**src/rtl/core/ash_pkg.sv**
```systemverilog
// Shared constants, types and register codes for the angle sensor smoother.
`default_nettype none

package ash_pkg;

    // Defaults for the top-level parameters
    localparam int SAMPLE_BITS_DEF  = 12;
    localparam int FILTER_SHIFT_DEF = 7;

    localparam int FRAC_BITS = 8;

    // Field widths
    localparam int REF_W        = 12;
    localparam int TENTHS_W     = 12;
    localparam int HYST_W       = 10;
    localparam int CFG_DATA_W   = 12;
    localparam int CFG_IDX_W    = 2;
    localparam int OUT_TDATA_W  = 16;

    // Angle units are 1/10000 degree
    localparam int UNITS_PER_TURN  = 3600000;
    localparam int HALF_TURN       = 1800000;
    localparam int UNITS_PER_TENTH = 1000;
    localparam int HALF_TENTH      = 500;
    localparam int UNIT_W          = 22;
    localparam int REF_TENTHS_MAX  = 3600;

    // Hysteresis band is held in angle units
    localparam int HYST_SCALE     = 100;
    localparam int HYST_RESET     = 20;
    localparam int HYST_UNITS_W   = 17;

    typedef enum logic [CFG_IDX_W-1:0] {
        CFG_REF_RAW    = 2'd0,
        CFG_REF_TENTHS = 2'd1,
        CFG_HYST       = 2'd2
    } cfg_idx_t;

    // Configuration as the datapath uses it
    typedef struct packed {
        logic [REF_W-1:0]        ref_raw;
        logic [UNIT_W-1:0]       ref_units;
        logic [HYST_UNITS_W-1:0] hyst_units;
    } cfg_t;

endpackage

`default_nettype wire

```
**src/rtl/core/ash_filter.sv**
```systemverilog
// First-order IIR smoothing filter on the raw samples, one stage.
`default_nettype none

module ash_filter #(
    parameter int SAMPLE_BITS  = ash_pkg::SAMPLE_BITS_DEF,
    parameter int FILTER_SHIFT = ash_pkg::FILTER_SHIFT_DEF
) (
    input  logic                   aclk,
    input  logic                   aresetn,
    input  logic                   clear,
    input  logic                   in_valid,
    output logic                   in_ready,
    input  logic [SAMPLE_BITS-1:0] in_sample,
    output logic                   out_valid,
    input  logic                   out_ready,
    output logic [SAMPLE_BITS-1:0] out_pos
);
    import ash_pkg::*;

    localparam int ACC_W = SAMPLE_BITS + FRAC_BITS;
    localparam int SUM_W = ACC_W + FILTER_SHIFT;

    logic [ACC_W-1:0] acc_reg, acc_next;
    logic             loaded_reg, loaded_next;
    logic             valid_reg, valid_next;
    logic [SUM_W-1:0] mix;
    logic             take;

    assign in_ready = !valid_reg || out_ready;
    assign take     = in_valid && in_ready;

    // acc * (2^shift - 1) + sample << 8, then drop the shift bits
    always_comb begin
        mix = (SUM_W'(acc_reg) << FILTER_SHIFT) - SUM_W'(acc_reg)
              + SUM_W'({in_sample, {FRAC_BITS{1'b0}}});
        acc_next    = acc_reg;
        loaded_next = loaded_reg;
        if (take) begin
            acc_next    = loaded_reg ? mix[FILTER_SHIFT +: ACC_W]
                                     : {in_sample, {FRAC_BITS{1'b0}}};
            loaded_next = 1'b1;
        end
        if (clear) begin
            loaded_next = 1'b0;
        end
        valid_next = in_ready ? in_valid : valid_reg;
    end

    always_ff @(posedge aclk) begin
        if (!aresetn) begin
            acc_reg    <= '0;
            loaded_reg <= 1'b0;
            valid_reg  <= 1'b0;
        end else begin
            acc_reg    <= acc_next;
            loaded_reg <= loaded_next;
            valid_reg  <= valid_next;
        end
    end

    assign out_valid = valid_reg;
    assign out_pos   = acc_reg[FRAC_BITS +: SAMPLE_BITS];

endmodule

`default_nettype wire

```
**src/rtl/core/ash_scale.sv**
```systemverilog
// Position to wrapped angle: rounded scaling by turn/full-scale and reference offset.
`default_nettype none

module ash_scale #(
    parameter int SAMPLE_BITS = ash_pkg::SAMPLE_BITS_DEF
) (
    input  logic                      aclk,
    input  logic                      aresetn,
    input  ash_pkg::cfg_t             cfg,
    input  logic                      in_valid,
    output logic                      in_ready,
    input  logic [SAMPLE_BITS-1:0]    in_pos,
    output logic                      out_valid,
    input  logic                      out_ready,
    output logic [ash_pkg::UNIT_W-1:0] out_angle
);
    import ash_pkg::*;

    localparam int NST = 7;

    localparam longint FULL      = (longint'(1) << SAMPLE_BITS) - 1;
    localparam int     MAG_W     = (SAMPLE_BITS > REF_W) ? SAMPLE_BITS : REF_W;
    localparam int     DIFF_W    = MAG_W + 1;
    localparam longint SCALE_Q   = UNITS_PER_TURN / FULL;
    localparam longint SCALE_R   = UNITS_PER_TURN % FULL;
    localparam longint HALF_FULL = FULL / 2;
    localparam int     Y_W       = MAG_W + SAMPLE_BITS;
    localparam longint RECIP_F   = (longint'(1) << Y_W) / FULL;
    localparam int     RECIP_F_W = MAG_W + 1;
    localparam int     PF_W      = Y_W + RECIP_F_W;
    localparam int     Q0_W      = MAG_W + 1;
    localparam longint MAG_MAX   = (longint'(1) << MAG_W) - 1;
    localparam int     MQ_W      = $clog2(MAG_MAX * SCALE_Q + 1);
    localparam longint U_MAX     = (MAG_MAX * UNITS_PER_TURN + HALF_FULL) / FULL;
    localparam int     U_W       = $clog2(U_MAX + 1);
    localparam longint RECIP_C   = (longint'(1) << U_W) / UNITS_PER_TURN;
    localparam int     RECIP_C_W = $clog2(RECIP_C + 1);
    localparam int     PC_W      = U_W + RECIP_C_W;
    localparam int     QC_W      = $clog2(U_MAX / UNITS_PER_TURN + 1);
    localparam int     W_W       = UNIT_W + 1;
    localparam int     UX_W      = (U_W > W_W) ? U_W : W_W;
    localparam int     PRE_W     = UNIT_W + 2;

    localparam logic [MQ_W-1:0]   SCALE_Q_V = MQ_W'(SCALE_Q);
    localparam logic [Y_W-1:0]    SCALE_R_V = Y_W'(SCALE_R);
    localparam logic [Y_W-1:0]    HALF_V    = Y_W'(HALF_FULL);
    localparam logic [Y_W-1:0]    FULL_Y    = Y_W'(FULL);
    localparam logic [PF_W-1:0]   RECIP_F_V = PF_W'(RECIP_F);
    localparam logic [PC_W-1:0]   RECIP_C_V = PC_W'(RECIP_C);
    localparam logic [UX_W-1:0]   TURN_X    = UX_W'(UNITS_PER_TURN);
    localparam logic [W_W-1:0]    TURN_W    = W_W'(UNITS_PER_TURN);
    localparam logic [PRE_W-1:0]  TURN_P    = PRE_W'(UNITS_PER_TURN);

    logic [NST-1:0] valid_reg, valid_next;
    logic [NST:0]   rdy;

    // stage 0: magnitude of the offset and its two partial products
    logic signed [DIFF_W-1:0] diff;
    logic [MAG_W-1:0]         mag;
    logic                     s0_neg_reg, s0_neg_next;
    logic [MQ_W-1:0]          s0_mq_reg, s0_mq_next;
    logic [Y_W-1:0]           s0_y_reg, s0_y_next;
    // stage 1: reciprocal estimate of y / full scale
    logic [PF_W-1:0]          prod_f;
    logic                     s1_neg_reg;
    logic [MQ_W-1:0]          s1_mq_reg;
    logic [Y_W-1:0]           s1_y_reg;
    logic [Q0_W-1:0]          s1_q0_reg, s1_q0_next;
    // stage 2: correct the quotient, rounded magnitude in angle units
    logic [Y_W-1:0]           rem_f;
    logic                     s2_neg_reg;
    logic [U_W-1:0]           s2_u_reg, s2_u_next;
    // stage 3: turns contained in the magnitude
    logic [PC_W-1:0]          prod_c;
    logic                     s3_neg_reg;
    logic [U_W-1:0]           s3_u_reg;
    logic [QC_W-1:0]          s3_qc_reg, s3_qc_next;
    // stage 4: remainder below two turns
    logic [UX_W-1:0]          rem_c;
    logic                     s4_neg_reg;
    logic [W_W-1:0]           s4_w_reg, s4_w_next;
    // stage 5: apply sign and reference angle
    logic [UNIT_W-1:0]        w_mod;
    logic [PRE_W-1:0]         s5_pre_reg, s5_pre_next;
    // stage 6: wrap into one turn
    logic [UNIT_W-1:0]        s6_angle_reg, s6_angle_next;

    always_comb begin
        rdy[NST] = out_ready;
        for (int i = NST - 1; i >= 0; i--) begin
            rdy[i] = !valid_reg[i] || rdy[i+1];
        end
        valid_next[0] = rdy[0] ? in_valid : valid_reg[0];
        for (int i = 1; i < NST; i++) begin
            valid_next[i] = rdy[i] ? valid_reg[i-1] : valid_reg[i];
        end
    end

    assign in_ready = rdy[0];

    always_comb begin
        diff        = $signed(DIFF_W'(in_pos)) - $signed(DIFF_W'(cfg.ref_raw));
        s0_neg_next = diff[DIFF_W-1];
        mag         = s0_neg_next ? MAG_W'(-diff) : MAG_W'(diff);
        s0_mq_next  = MQ_W'(mag) * SCALE_Q_V;
        s0_y_next   = Y_W'(mag) * SCALE_R_V + HALF_V;

        prod_f     = PF_W'(s0_y_reg) * RECIP_F_V;
        s1_q0_next = prod_f[Y_W +: Q0_W];

        // estimate is low by at most one
        rem_f     = s1_y_reg - Y_W'(s1_q0_reg) * FULL_Y;
        s2_u_next = U_W'(s1_mq_reg) + U_W'(s1_q0_reg) + U_W'(rem_f >= FULL_Y);

        prod_c     = PC_W'(s2_u_reg) * RECIP_C_V;
        s3_qc_next = prod_c[U_W +: QC_W];

        rem_c     = UX_W'(s3_u_reg) - UX_W'(s3_qc_reg) * TURN_X;
        s4_w_next = rem_c[W_W-1:0];

        w_mod       = (s4_w_reg >= TURN_W) ? UNIT_W'(s4_w_reg - TURN_W) : UNIT_W'(s4_w_reg);
        s5_pre_next = s4_neg_reg ? PRE_W'(cfg.ref_units) - PRE_W'(w_mod)
                                 : PRE_W'(cfg.ref_units) + PRE_W'(w_mod);

        if (s5_pre_reg[PRE_W-1]) begin
            s6_angle_next = UNIT_W'(s5_pre_reg + TURN_P);
        end else if (s5_pre_reg >= TURN_P) begin
            s6_angle_next = UNIT_W'(s5_pre_reg - TURN_P);
        end else begin
            s6_angle_next = UNIT_W'(s5_pre_reg);
        end
    end

    always_ff @(posedge aclk) begin
        if (!aresetn) begin
            valid_reg <= '0;
        end else begin
            valid_reg <= valid_next;
        end
    end

    always_ff @(posedge aclk) begin
        if (rdy[0]) begin
            s0_neg_reg <= s0_neg_next;
            s0_mq_reg  <= s0_mq_next;
            s0_y_reg   <= s0_y_next;
        end
        if (rdy[1]) begin
            s1_neg_reg <= s0_neg_reg;
            s1_mq_reg  <= s0_mq_reg;
            s1_y_reg   <= s0_y_reg;
            s1_q0_reg  <= s1_q0_next;
        end
        if (rdy[2]) begin
            s2_neg_reg <= s1_neg_reg;
            s2_u_reg   <= s2_u_next;
        end
        if (rdy[3]) begin
            s3_neg_reg <= s2_neg_reg;
            s3_u_reg   <= s2_u_reg;
            s3_qc_reg  <= s3_qc_next;
        end
        if (rdy[4]) begin
            s4_neg_reg <= s3_neg_reg;
            s4_w_reg   <= s4_w_next;
        end
        if (rdy[5]) begin
            s5_pre_reg <= s5_pre_next;
        end
        if (rdy[6]) begin
            s6_angle_reg <= s6_angle_next;
        end
    end

    assign out_valid = valid_reg[NST-1];
    assign out_angle = s6_angle_reg;

endmodule

`default_nettype wire

```
**src/rtl/core/ash_disp.sv**
```systemverilog
// Rounding to tenths and display hysteresis; holds the result register.
`default_nettype none

module ash_disp (
    input  logic                         aclk,
    input  logic                         aresetn,
    input  logic                         clear,
    input  ash_pkg::cfg_t                cfg,
    input  logic                         in_valid,
    output logic                         in_ready,
    input  logic [ash_pkg::UNIT_W-1:0]   in_angle,
    output logic                         out_valid,
    input  logic                         out_ready,
    output logic [ash_pkg::TENTHS_W-1:0] out_tenths
);
    import ash_pkg::*;

    localparam int     NST       = 3;
    localparam longint RECIP_T   = (longint'(1) << UNIT_W) / UNITS_PER_TENTH;
    localparam int     RECIP_T_W = $clog2(RECIP_T + 1);
    localparam int     PT_W      = UNIT_W + RECIP_T_W;
    localparam int     DELTA_W   = UNIT_W + 2;

    localparam logic [UNIT_W-1:0]         HALF_U  = UNIT_W'(HALF_TENTH);
    localparam logic [UNIT_W-1:0]         TENTH_U = UNIT_W'(UNITS_PER_TENTH);
    localparam logic [PT_W-1:0]           RECIP_V = PT_W'(RECIP_T);
    localparam logic signed [DELTA_W-1:0] HALF_S  = DELTA_W'(HALF_TURN);
    localparam logic signed [DELTA_W-1:0] TURN_S  = DELTA_W'(UNITS_PER_TURN);

    logic [NST-1:0] valid_reg, valid_next;
    logic [NST:0]   rdy;

    // stage 0: angle + half tenth and its quotient estimate
    logic [UNIT_W-1:0]   t_sum;
    logic [PT_W-1:0]     prod_t;
    logic [UNIT_W-1:0]   s0_angle_reg;
    logic [UNIT_W-1:0]   s0_t_reg;
    logic [TENTHS_W-1:0] s0_q_reg, s0_q_next;
    // stage 1: corrected tenths and the same value in angle units
    logic [UNIT_W-1:0]   rem_t;
    logic                bump;
    logic [UNIT_W-1:0]   s1_angle_reg;
    logic [TENTHS_W-1:0] s1_round_reg, s1_round_next;
    logic [UNIT_W-1:0]   s1_runits_reg, s1_runits_next;
    // output stage: shown value
    logic signed [DELTA_W-1:0] delta_raw, delta, thr;
    logic                      moved;
    logic [TENTHS_W-1:0]       shown_reg, shown_next;
    logic [UNIT_W-1:0]         shown_units_reg, shown_units_next;
    logic                      shown_valid_reg, shown_valid_next;

    always_comb begin
        rdy[NST] = out_ready;
        for (int i = NST - 1; i >= 0; i--) begin
            rdy[i] = !valid_reg[i] || rdy[i+1];
        end
        valid_next[0] = rdy[0] ? in_valid : valid_reg[0];
        for (int i = 1; i < NST; i++) begin
            valid_next[i] = rdy[i] ? valid_reg[i-1] : valid_reg[i];
        end
    end

    assign in_ready = rdy[0];

    always_comb begin
        t_sum     = in_angle + HALF_U;
        prod_t    = PT_W'(t_sum) * RECIP_V;
        s0_q_next = prod_t[UNIT_W +: TENTHS_W];

        rem_t          = s0_t_reg - UNIT_W'(s0_q_reg) * TENTH_U;
        bump           = rem_t >= TENTH_U;
        s1_round_next  = s0_q_reg + TENTHS_W'(bump);
        s1_runits_next = s0_t_reg - rem_t + (bump ? TENTH_U : '0);
    end

    // circular distance from the shown value, folded into half a turn
    always_comb begin
        delta_raw = $signed({2'b00, s1_angle_reg}) - $signed({2'b00, shown_units_reg});
        delta     = delta_raw;
        if (delta > HALF_S) begin
            delta = delta - TURN_S;
        end
        if (delta < -HALF_S) begin
            delta = delta + TURN_S;
        end
        thr   = $signed(DELTA_W'(cfg.hyst_units));
        moved = (delta > thr) || (delta < -thr);

        shown_next       = shown_reg;
        shown_units_next = shown_units_reg;
        shown_valid_next = shown_valid_reg;
        if (rdy[2] && valid_reg[1]) begin
            if (!shown_valid_reg || moved) begin
                shown_next       = s1_round_reg;
                shown_units_next = s1_runits_reg;
            end
            shown_valid_next = 1'b1;
        end
        if (clear) begin
            shown_valid_next = 1'b0;
        end
    end

    always_ff @(posedge aclk) begin
        if (!aresetn) begin
            valid_reg       <= '0;
            shown_reg       <= '0;
            shown_units_reg <= '0;
            shown_valid_reg <= 1'b0;
        end else begin
            valid_reg       <= valid_next;
            shown_reg       <= shown_next;
            shown_units_reg <= shown_units_next;
            shown_valid_reg <= shown_valid_next;
        end
    end

    always_ff @(posedge aclk) begin
        if (rdy[0]) begin
            s0_angle_reg <= in_angle;
            s0_t_reg     <= t_sum;
            s0_q_reg     <= s0_q_next;
        end
        if (rdy[1]) begin
            s1_angle_reg  <= s0_angle_reg;
            s1_round_reg  <= s1_round_next;
            s1_runits_reg <= s1_runits_next;
        end
    end

    assign out_valid  = valid_reg[NST-1];
    assign out_tenths = shown_reg;

endmodule

`default_nettype wire

```
**src/rtl/core/angle_sensor_smooth_hysteresis_core.sv**
```systemverilog
// Top level of the angle sensor smoother: config registers and the datapath chain.
`default_nettype none

// Each accepted raw sample produces one displayed angle in tenths of a degree.
// The core takes one item per clock when the output side keeps up. A result
// passes one filter stage, seven stages for the scaling by turn/full-scale
// (reciprocal multiply, correction and wrap) and three for rounding and the
// hysteresis compare, the last of which is the result register. The filter and
// the shown value are updated as items pass their stage, so there is no
// per-item dependency stall. Config writes (cfg_ready is always high) restart
// the filter and the display on the next sample and must only be made while
// no item is in flight.
module angle_sensor_smooth_hysteresis_core #(
    parameter int SAMPLE_BITS  = ash_pkg::SAMPLE_BITS_DEF,
    parameter int FILTER_SHIFT = ash_pkg::FILTER_SHIFT_DEF
) (
    input  logic                                 aclk,
    input  logic                                 aresetn,
    // s_tdata: [SAMPLE_BITS-1:0] sample
    input  logic                                 s_tvalid,
    output logic                                 s_tready,
    input  logic [((SAMPLE_BITS + 7) / 8) * 8 - 1:0] s_tdata,
    // m_tdata: [11:0] angle_tenths
    output logic                                 m_tvalid,
    input  logic                                 m_tready,
    output logic [ash_pkg::OUT_TDATA_W-1:0]      m_tdata,
    input  logic                                 cfg_valid,
    output logic                                 cfg_ready,
    input  logic [ash_pkg::CFG_IDX_W-1:0]        cfg_index,
    input  logic [ash_pkg::CFG_DATA_W-1:0]       cfg_data
);
    import ash_pkg::*;

    logic [REF_W-1:0]        ref_raw_reg, ref_raw_next;
    logic [UNIT_W-1:0]       ref_units_reg, ref_units_next;
    logic [HYST_UNITS_W-1:0] hyst_units_reg, hyst_units_next;
    logic [TENTHS_W-1:0]     ref_clamped;
    logic                    cfg_hit;
    cfg_t                    cfg;

    logic                    filt_valid, filt_ready;
    logic [SAMPLE_BITS-1:0]  filt_pos;
    logic                    scale_valid, scale_ready;
    logic [UNIT_W-1:0]       scale_angle;
    logic [TENTHS_W-1:0]     disp_tenths;

    assign cfg_ready = 1'b1;

    // reference angle and band are kept pre-scaled to angle units
    always_comb begin
        ref_clamped = (cfg_data > CFG_DATA_W'(REF_TENTHS_MAX))
                      ? TENTHS_W'(REF_TENTHS_MAX) : TENTHS_W'(cfg_data);
        ref_raw_next    = ref_raw_reg;
        ref_units_next  = ref_units_reg;
        hyst_units_next = hyst_units_reg;
        cfg_hit         = 1'b0;
        if (cfg_valid && cfg_ready) begin
            case (cfg_index)
                CFG_REF_RAW: begin
                    ref_raw_next = REF_W'(cfg_data);
                    cfg_hit      = 1'b1;
                end
                CFG_REF_TENTHS: begin
                    ref_units_next = UNIT_W'(ref_clamped) * UNIT_W'(UNITS_PER_TENTH);
                    cfg_hit        = 1'b1;
                end
                CFG_HYST: begin
                    hyst_units_next = HYST_UNITS_W'(cfg_data[HYST_W-1:0])
                                      * HYST_UNITS_W'(HYST_SCALE);
                    cfg_hit         = 1'b1;
                end
                default: begin
                    cfg_hit = 1'b0;
                end
            endcase
        end
    end

    always_ff @(posedge aclk) begin
        if (!aresetn) begin
            ref_raw_reg    <= '0;
            ref_units_reg  <= '0;
            hyst_units_reg <= HYST_UNITS_W'(HYST_RESET * HYST_SCALE);
        end else begin
            ref_raw_reg    <= ref_raw_next;
            ref_units_reg  <= ref_units_next;
            hyst_units_reg <= hyst_units_next;
        end
    end

    assign cfg.ref_raw    = ref_raw_reg;
    assign cfg.ref_units  = ref_units_reg;
    assign cfg.hyst_units = hyst_units_reg;

    ash_filter #(
        .SAMPLE_BITS  (SAMPLE_BITS),
        .FILTER_SHIFT (FILTER_SHIFT)
    ) u_filter (
        .aclk      (aclk),
        .aresetn   (aresetn),
        .clear     (cfg_hit),
        .in_valid  (s_tvalid),
        .in_ready  (s_tready),
        .in_sample (s_tdata[SAMPLE_BITS-1:0]),
        .out_valid (filt_valid),
        .out_ready (filt_ready),
        .out_pos   (filt_pos)
    );

    ash_scale #(
        .SAMPLE_BITS (SAMPLE_BITS)
    ) u_scale (
        .aclk      (aclk),
        .aresetn   (aresetn),
        .cfg       (cfg),
        .in_valid  (filt_valid),
        .in_ready  (filt_ready),
        .in_pos    (filt_pos),
        .out_valid (scale_valid),
        .out_ready (scale_ready),
        .out_angle (scale_angle)
    );

    ash_disp u_disp (
        .aclk       (aclk),
        .aresetn    (aresetn),
        .clear      (cfg_hit),
        .cfg        (cfg),
        .in_valid   (scale_valid),
        .in_ready   (scale_ready),
        .in_angle   (scale_angle),
        .out_valid  (m_tvalid),
        .out_ready  (m_tready),
        .out_tenths (disp_tenths)
    );

    assign m_tdata = OUT_TDATA_W'(disp_tenths);

endmodule

`default_nettype wire

```
**config.mk**
```make
export PLATFORM = sky130hd
export DESIGN_NAME = angle_sensor_smooth_hysteresis_core
export DESIGN_NICKNAME = d
export VERILOG_FILES = /design/src/rtl/core/ash_pkg.sv /design/src/rtl/core/ash_filter.sv /design/src/rtl/core/ash_scale.sv /design/src/rtl/core/ash_disp.sv /design/src/rtl/core/angle_sensor_smooth_hysteresis_core.sv
export SDC_FILE = /design/constraint.sdc
export NUM_CORES = 2
export LEC_CHECK = 0
export BUFFER_PORTS_ARGS = -buffer_cell sky130_fd_sc_hd__buf_2
export CORE_ASPECT_RATIO = 1.2
export CORE_MARGIN = 5
export CORE_UTILIZATION = 40
export DETAILED_ROUTE_END_ITERATION = 8
export HOLD_SLACK_MARGIN = 0.03
export PLACE_DENSITY = 0.52
export SLEW_MARGIN = 20
export SYNTH_ARGS = -nofsm -noshare
export SYNTH_HDL_FRONTEND = slang
export SYNTH_HIERARCHICAL = 1
export SYNTH_SLANG_ARGS = --single-unit
```
**constraint.sdc**
```tcl
create_clock -name aclk -period 25 [get_ports aclk]
set_clock_uncertainty 0.1 [all_clocks]
set_input_delay 0 -clock aclk [delete_from_list [all_inputs] [get_ports aclk]]
set_output_delay 0 -clock aclk [all_outputs]
set_load 0.01 [all_outputs]
```
==> results.md <==
- Die height: 376 µm
- Layout cell share with drive strength beyond 1: 5.68%
- CTS root buf: clkbuf_16
- Die area: 119,000 µm²
- RSZ-0062 raised after global routing: false
- Grt met3 use: 1.77%
- Vias: 31,100
- DRT iter0 DRCs: 1,096
- Placement Rows: 134
- WP data required: 25,280 ps
- # DRC: 0
- Setup CP Type: flip-flop to flip-flop
- Post-DP HPWL: 86,400 µm
- Cell mode on critical path: a21o_1
- CP endpoint kind: flip-flop
- Yosys cell types: 132
- P&R area growth vs syn: 8.66%
- Vias in the first global route: 32,200
- # port buffers: 44
- Hold Path Depth: 4
- Initial antenna violation count: 1
- Total grt overflow: 0
- Crit-path slowest cell: fa_1
- Number of flops mapped to enable cells by yosys: 322
- Crit path time final: 10,630 ps
- First-pass GRT wire length: 168,000 µm
- Clock tree from TritonCTS: done
- Slew of the pin with the lowest slew margin: 1070 ps
- Area of the multi-input gates: 29,300 µm²
- Ant diodes: 0
- # H-tree levels: 2
- Met2 Usage GRT: 33.8%
- Clk buf depth: 3
- Nets: 5,618
- Rel. slew slack: 28.7%
- Startpoint Class: flip-flop
- Initial Util: 40.2%
- Top FF cell, synth: edfxtp_1
- Total clock sinks: 432
- Final Cycle Share: 42.5%
- WL final: 103,000 µm
- Fmax: 0.0940 GHz
- Status: completed
- Die Width: 315 µm
- Worst-path fanout max: 9
- Gr busiest metal: met2
- Clock transition at the registers of the reported paths: 60 ps
- CP max stage delay: 580 ps
- Post-synthesis cell count: 4,553
- Largest net degree at the start of global routing: 70
- Final setup fails: 0
- Met1 usage: 20.3%
- Max FFs per register: 24
- Reg2Reg Depth: 46
- Core Footprint: 111,000 µm²
- WP data arrival: 10,920 ps
- Via density: 5.04
- Setup tns final: 0 ps
- Maxcap violations: 0
- Pins Over Slew Limit: 0
- Pre-Repair DR Iteration Count: 5
- Fillers: 11,000
- Post_cts resized: 0
- Hold Path Class: input port to flip-flop
- Asr flop ratio synth: 0%
- TritonCTS Buffers: 50
- Register area: 11,900 µm²
- Total track usage: 17.5%
- IO Count: 54
- Synth warnings: 6
- #FFs+latches synth: 432
- Cell Area, Synth: 44,700 µm²
- Hold Fails Final Rpt: 0
- Mapped Avg Cell Area: 9.81 µm²
- Clock latency at the later pin of the worst-skew pair: 630 ps
- Placer Congestion: 0.884
- DR WL/cell: 16.7 µm
- Post-synthesis sequential area ratio: 26.6%
- Routed Antenna Nets: 0
logic make-up (layout without fill, tap and decap cells):
family	count (synthesis)	in the layout	synth area share (%)
buf+inv	894	984	8.01
other cells	2	21	0.0168
flops	432	432	26.6
fa+ha+maj	963	963	32.2
xor+xnor	334	334	6.67
mux	67	67	1.53
compound gates	902	902	14.2
simple gates	959	959	10.8
synth_stat cells, types with 23 or more instances:
master,count,area share [%]
o21ai_0,147,1.6
a211oi_1,35,0.59
inv_1,780,6.6
and2_1,32,0.45
ha_1,652,18
nand2b_1,36,0.50
and3_1,39,0.55
mux2i_1,60,1.3
nand4_1,35,0.49
dfxtp_1,110,4.9
o21bai_1,28,0.47
nor2b_1,49,0.69
a21oi_1,209,2.3
o21a_1,47,0.79
fa_1,311,14
a21o_1,105,1.8
edfxtp_1,322,22
nand3_1,87,0.97
nor3_1,79,0.88
xor2_1,103,2.0
nor2_1,199,1.7
a31oi_1,29,0.41
xnor2_1,226,4.4
clkbuf_1,62,0.52
nand2_1,278,2.3
or3_1,27,0.38
o211ai_1,40,0.67
buf_4,23,0.39
layer usage:
layer  share of wire [%]  routed length [µm]  vias to the layer above
met4                 3.2                3290                        0
li1                    -                   -                    15800
met2                  53               55000                      318
met1                  41               42500                    14900
met3                 2.2                2280                      134
met5                   0                   0                        -
layout by cell type (no fill, tap or decap), types with 36 or more instances in the layout:
| master | instances |
|---|---|
| clkbuf_16 | 54 |
| o211ai_1 | 40 |
| dfxtp_1 | 110 |
| o21ai_0 | 147 |
| xor2_1 | 103 |
| fa_1 | 311 |
| nand2b_1 | 36 |
| mux2i_1 | 60 |
| nand3_1 | 86 |
| o21a_1 | 47 |
| nor3_1 | 79 |
| xnor2_1 | 226 |
| a21o_1 | 105 |
| buf_2 | 43 |
| dlygate4sd3_1 | 39 |
| and3_1 | 39 |
| nor2b_1 | 49 |
| nor2_1 | 199 |
| ha_1 | 652 |
| inv_1 | 779 |
| a21oi_1 | 209 |
| edfxtp_1 | 322 |
| nand2_1 | 276 |
critical path: cells and delay by family (launching register included):
family	cells	cell delay [ps]
compound gates	27	4330
xor+xnor	2	570
fa+ha+maj	8	3460
buf+inv	5	440
flops	1	540
simple gates	4	910
through the flow:
step                util, %  hold WS [ps]  area, µm²  setup WS, ps  instances
finish                 43.7           125      48500         14370       6158
global route           43.7           143      48500         13450       6158
CTS                    43.7          78.9      48500         14260       6158
detailed placement     41.7           204      46400         14370       6025
global placement       41.7           197      46400         14310       6025
floorplan                 -          17.5      44800         15230       4572
final cells by class:
type	instances	share of cell area, %
Timing Repair Buffer	105	1.60
Tap cell	1496	3.86
Clock inverter	28	0.657
Sequential cell	432	24.5
Inverter	785	6.07
Multi-Input combinational cell	3246	60.4
Clock buffer	66	2.97
path summary, 6_finish.rpt:
kind / from / end / slack, ps
min: s_tvalid / u_filter/out_valid / 120
min reg2reg: u_disp/s0_angle_reg[12] / u_disp/s1_angle_reg[12] / 290
max reg2reg: u_disp/s0_q_reg[0] / u_disp/s1_runits_reg[21] / 14370
max: u_disp/s0_q_reg[0] / u_disp/s1_runits_reg[21] / 14370
repair_timing:
item,in CTS,in global routing
buffers inserted,0,0
hold buffers,39,0
endpoints found under the hold margin,59,0
Power is left out: the tool's default activity adds up to more than one toggle a clock period on the data nets, which glitch-free logic cannot reach.
